$ cat src/hw/rtl/mmn_pkg.sv
`default_nettype none

package mmn_pkg;

    localparam int MAX_PIXELS_DEF = 4096;

    localparam int SAMPLE_W = 32;
    localparam int NORM_W   = 16;
    localparam int PIX_W    = 8;
    localparam int CH_NUM   = 3;

    // The quotient of the stretch always fits in the output width.
    localparam int QUO_W   = PIX_W;
    localparam int STEP_W  = $clog2(QUO_W);
    localparam int REM_W   = SAMPLE_W + NORM_W;
    // Divisor is range * 256, pre-shifted by the top quotient bit.
    localparam int DIV_LSH = 8 + QUO_W - 1;
    localparam int DIV_W   = SAMPLE_W + DIV_LSH;

    localparam logic [NORM_W-1:0] NORM_RESET = 16'd65024;
    localparam logic [PIX_W-1:0]  PIX_ONE    = 8'd1;
    localparam logic [PIX_W-1:0]  PIX_MAX    = 8'd255;
    localparam logic [QUO_W-1:0]  QUO_SAT    = 8'd254;

    localparam logic CMD_LOAD = 1'b0;
    localparam logic CMD_READ = 1'b1;

    typedef enum logic [2:0] {
        ST_IDLE,
        ST_FETCH,
        ST_MUL,
        ST_DIV,
        ST_OUT
    } mmn_state_t;

    typedef struct packed {
        logic fetch;
        logic mul;
        logic step;
    } mmn_lane_ctl_t;

endpackage

`default_nettype wire

$ cat src/hw/rtl/mmn_stretch_lane.sv
`default_nettype none

module mmn_stretch_lane (
    input  wire logic                          clk,
    input  wire mmn_pkg::mmn_lane_ctl_t        ctl,
    input  wire logic [mmn_pkg::SAMPLE_W-1:0]  sample,
    input  wire logic [mmn_pkg::SAMPLE_W-1:0]  sample_min,
    input  wire logic [mmn_pkg::SAMPLE_W-1:0]  sample_range,
    input  wire logic [mmn_pkg::NORM_W-1:0]    norm,
    input  wire logic [mmn_pkg::DIV_W-1:0]     divisor,
    output logic      [mmn_pkg::QUO_W-1:0]     quotient
);

    logic [mmn_pkg::SAMPLE_W-1:0] diff_reg;
    logic [mmn_pkg::SAMPLE_W-1:0] diff_next;
    logic [mmn_pkg::REM_W-1:0]    rem_reg;
    logic [mmn_pkg::REM_W-1:0]    product;
    logic [mmn_pkg::REM_W-1:0]    divisor_ext;
    logic [mmn_pkg::QUO_W-1:0]    quo_reg;
    logic                         ge;

    always_comb
    begin
        if (sample >= sample_min)
        begin
            diff_next = sample - sample_min;
        end
        else
        begin
            diff_next = '0;
        end
        if (diff_next > sample_range)
        begin
            diff_next = sample_range;
        end
    end

    assign product     = mmn_pkg::REM_W'(diff_reg) * mmn_pkg::REM_W'(norm);
    assign divisor_ext = mmn_pkg::REM_W'(divisor);
    assign ge          = (rem_reg >= divisor_ext);

    // Restoring division, one quotient bit per step, most significant first.
    always_ff @(posedge clk)
    begin
        if (ctl.fetch)
        begin
            diff_reg <= diff_next;
        end
        if (ctl.mul)
        begin
            rem_reg <= product;
            quo_reg <= '0;
        end
        else if (ctl.step)
        begin
            if (ge)
            begin
                rem_reg <= rem_reg - divisor_ext;
            end
            quo_reg <= {quo_reg[mmn_pkg::QUO_W-2:0], ge};
        end
    end

    assign quotient = quo_reg;

endmodule

`default_nettype wire

$ cat config.mk
export PLATFORM = sky130hd
export DESIGN_NAME = mmn_stretch_lane
export DESIGN_NICKNAME = d
export VERILOG_FILES = /design/src/hw/rtl/mmn_pkg.sv /design/src/hw/rtl/mmn_stretch_lane.sv
export SDC_FILE = /design/constraint.sdc
export NUM_CORES = 2
export LEC_CHECK = 0
export BUFFER_PORTS_ARGS = -buffer_cell sky130_fd_sc_hd__buf_2
export CAP_MARGIN = 20
export CORE_MARGIN = 2
export CORE_UTILIZATION = 47
export CTS_CLUSTER_SIZE = 25
export DETAILED_ROUTE_END_ITERATION = 10
export GPL_ROUTABILITY_DRIVEN = 0
export GPL_TIMING_DRIVEN = 1
export PLACE_DENSITY_LB_ADDON = 0.05
export SYNTH_ARGS = -nofsm -noshare
export SYNTH_HDL_FRONTEND = slang
export SYNTH_SLANG_ARGS = --single-unit
$ cat constraint.sdc
create_clock -name clk -period 10.25 [get_ports clk]
set_clock_uncertainty 0.1 [all_clocks]
set_input_delay 2.05 -clock clk [delete_from_list [all_inputs] [get_ports clk]]
set_output_delay 2.05 -clock clk [all_outputs]
set_load 0.005 [all_outputs]
==> impl_metrics.csv <==
group,metric,value,unit
yosys,seq_area_frac_synth,10.2,%
sta,period_needed,8.67,ns
final_layout,nets,3818,
yosys,synth_area_per_cell,8.52,um2
floorplanning,core_area,52700,um2
sta,slew_violations,0,
min_path,hp-class,"reg -> reg",
sta,fin_tns_setup,0,ns
final_layout,nFillCells,5109,
status,outcome,"finished, final reports clean",
placement,hpwlAfterDp,52900,um
route,drc,0,
route,drt-total-wl,67200,um
placement,io_buffers,170,
job,maxCapViolCount,0,
route,met1_length,30700,um
critical_path,cp_data_required_time,10.27,ns
clock_tree,htree_num_levels,3,
floorplanning,die_w,235,um
clock_tree,numCtsBuffers,9,
critical_path,end_kind,"register",
yosys,syn_area,25100,um2
route,via_count,19900,
clock_tree,clock_latency,0.39,ns
clock_tree,cts_tree,"yes",
yosys,syn_nets,3763,
clock_tree,cts_sinks,88,
floorplanning,dieArea,55300,um2
floorplanning,pin_count,171,
sta,worst_pin_slew,0.912,ns
sta,hold_violations,0,
route,dr_wl_met2,31000,um
yosys,ys_types,68,
sta,hold_slack,0.410,ns
yosys,synthMostInstantiatedCell,"inv_1",
sta,rsz0062_at_grt,"no",
clock_tree,cts-root-buf,"clkbuf_16",
route,met3_wirelength,4340,um
yosys,async_reset_ff_share,0,%
floorplanning,start_util,47.7,%
route,drt_iter0_markers,1012,
clock_tree,cts_setup_buffers,0,
sta,fmax,0.115,GHz
final_layout,antenna_cells,0,
placement,dpl_cell_area,26400,um2
global_route,antenna_found_initial,2,
critical_path,startpoint_type,"primary input",
critical_path,cp_max_fo,32,
clock_tree,postCtsResizedCells,0,
yosys,netlist_instances,2949,
yosys,synth-edff-count,80,
floorplanning,rows,84,
global_route,grt_use_total,24.8,%
yosys,synth_top_area_share,33.5,%
floorplanning,die_h,235,um
final_layout,syn2layout_area_growth,6.18,%
sta,final-setup-viol-count,0,
sta,maxSlewHeadroom,39.2,%
final_layout,finalInstanceArea,26700,um2
clock_tree,clock_path_buffers,2,
yosys,ys_ff_latch,88,
final_layout,drive_gt1_share,7.51,%
route,first_pass_iters,7,
route,post_drt_wl_per_cell,18.2,um
yosys,ys_warn_count,0,
clock_tree,path_clk_slew,0.07,ns
route,top_layer,"met5",
final_layout,final_util,50.7,%
yosys,synth_flop_cell,"edfxtp_1",
clock_tree,postCtsHoldBufs,0,
final_layout,regArea,2560,um2
route,viasPerCell,5.37,
global_route,grt_start_max_net_pins,82,
global_route,overflow,0,
global_route,grt_pass1_wl,109000,um
route,detail-route-antenna-nets,0,
yosys,synthTopCellsByCount,"inv_1, fa_1, nand2_1",
yosys,yosysTopAreaCell,"fa_1",
critical_path,arrival,8.70,ns
sta,fin_crit_sh,84.6,%
critical_path,worstSetupPathType,"in -> reg",
yosys,ys_top_cells_by_area,"fa_1, ha_1, edfxtp_1",
final_layout,largest_register_ffs,48,
final_layout,multiInputGateArea,19900,um2
global_route,grt_pass1_vias,20800,
worst max-delay path: stages:
cell and delay, ns:
buf_2 0.62, nand2_1 0.21, fa_1 0.59, inv_1 0.05, fa_1 0.48, fa_1 0.57
fa_1 0.43, fa_1 0.49, inv_1 0.05, fa_1 0.55, inv_1 0.06, ha_1 0.38
a21oi_1 0.23, nand2_1 0.08, a221oi_1 0.29, o21ai_0 0.14, a21oi_1 0.40, o31ai_1 0.24
a21bo_2 0.26, a211oi_1 0.24, xor2_1 0.17, mux2i_1 0.08
final timing paths:
kind	depth (start not counted)	slack, ns	from	to
worst max-delay path	22	1.58	norm[7]	rem_reg[46]
worst min register to register	2	0.41	quotient[7]	quotient[7]
worst max register to register	21	2.92	diff_reg[15]	rem_reg[47]
worst min-delay path	2	0.41	quotient[7]	quotient[7]
logic make-up (layout without fill, tap and decap cells):
family	after synthesis	in the layout	synth area share [%]
simple gates	899	899	17.1
buf+inv	700	760	10.5
fa+ha+maj	651	651	45.0
compound gates	469	469	12.0
xor+xnor	110	110	3.83
flops	88	88	10.2
mux	32	32	1.37
final cells by class:
| class | instances | area share (%) |
|---|---|---|
| timing repair buffer | 176 | 3.37 |
| clock inverter | 6 | 0.174 |
| inverter | 568 | 7.99 |
| sequential | 88 | 9.61 |
| multi-input combinational | 2161 | 74.7 |
| tap | 688 | 3.23 |
| clock buffer | 10 | 0.938 |
layer usage:
layer / vias up / track usage [%]
met5: - / 0
met4: 4 / 5.75
met3: 76 / 4.26
met2: 634 / 40.4
met1: 9708 / 34.4
li1: 9432 / -
cell usage in the layout, fill, tap and decap left out, types with 15 or more instances in the layout:
cell type / count
ha_1: 231
a21oi_1: 129
o21ai_0: 98
mux2_2: 20
nand2b_1: 16
nand4_1: 24
nor2b_1: 18
o21a_1: 16
nor3_1: 15
edfxtp_1: 80
o21bai_1: 21
fa_1: 420
nand3_1: 44
nor2_1: 109
a21o_1: 72
and2_1: 219
a211oi_1: 23
xnor2_1: 61
nand2_1: 410
buf_2: 169
and3_1: 19
a31oi_1: 22
o22ai_1: 15
xor2_1: 49
inv_1: 568
per-stage QoR:
stage,setup WS [ns],instances
finish,1.58,3697
global route,1.11,3697
CTS,1.58,3697
detailed placement,1.16,3681
global placement,1.28,3681
floorplan,2.26,2949
Power is left out: the tool's default activity adds up to more than one toggle a clock period on the data nets, which glitch-free logic cannot reach.
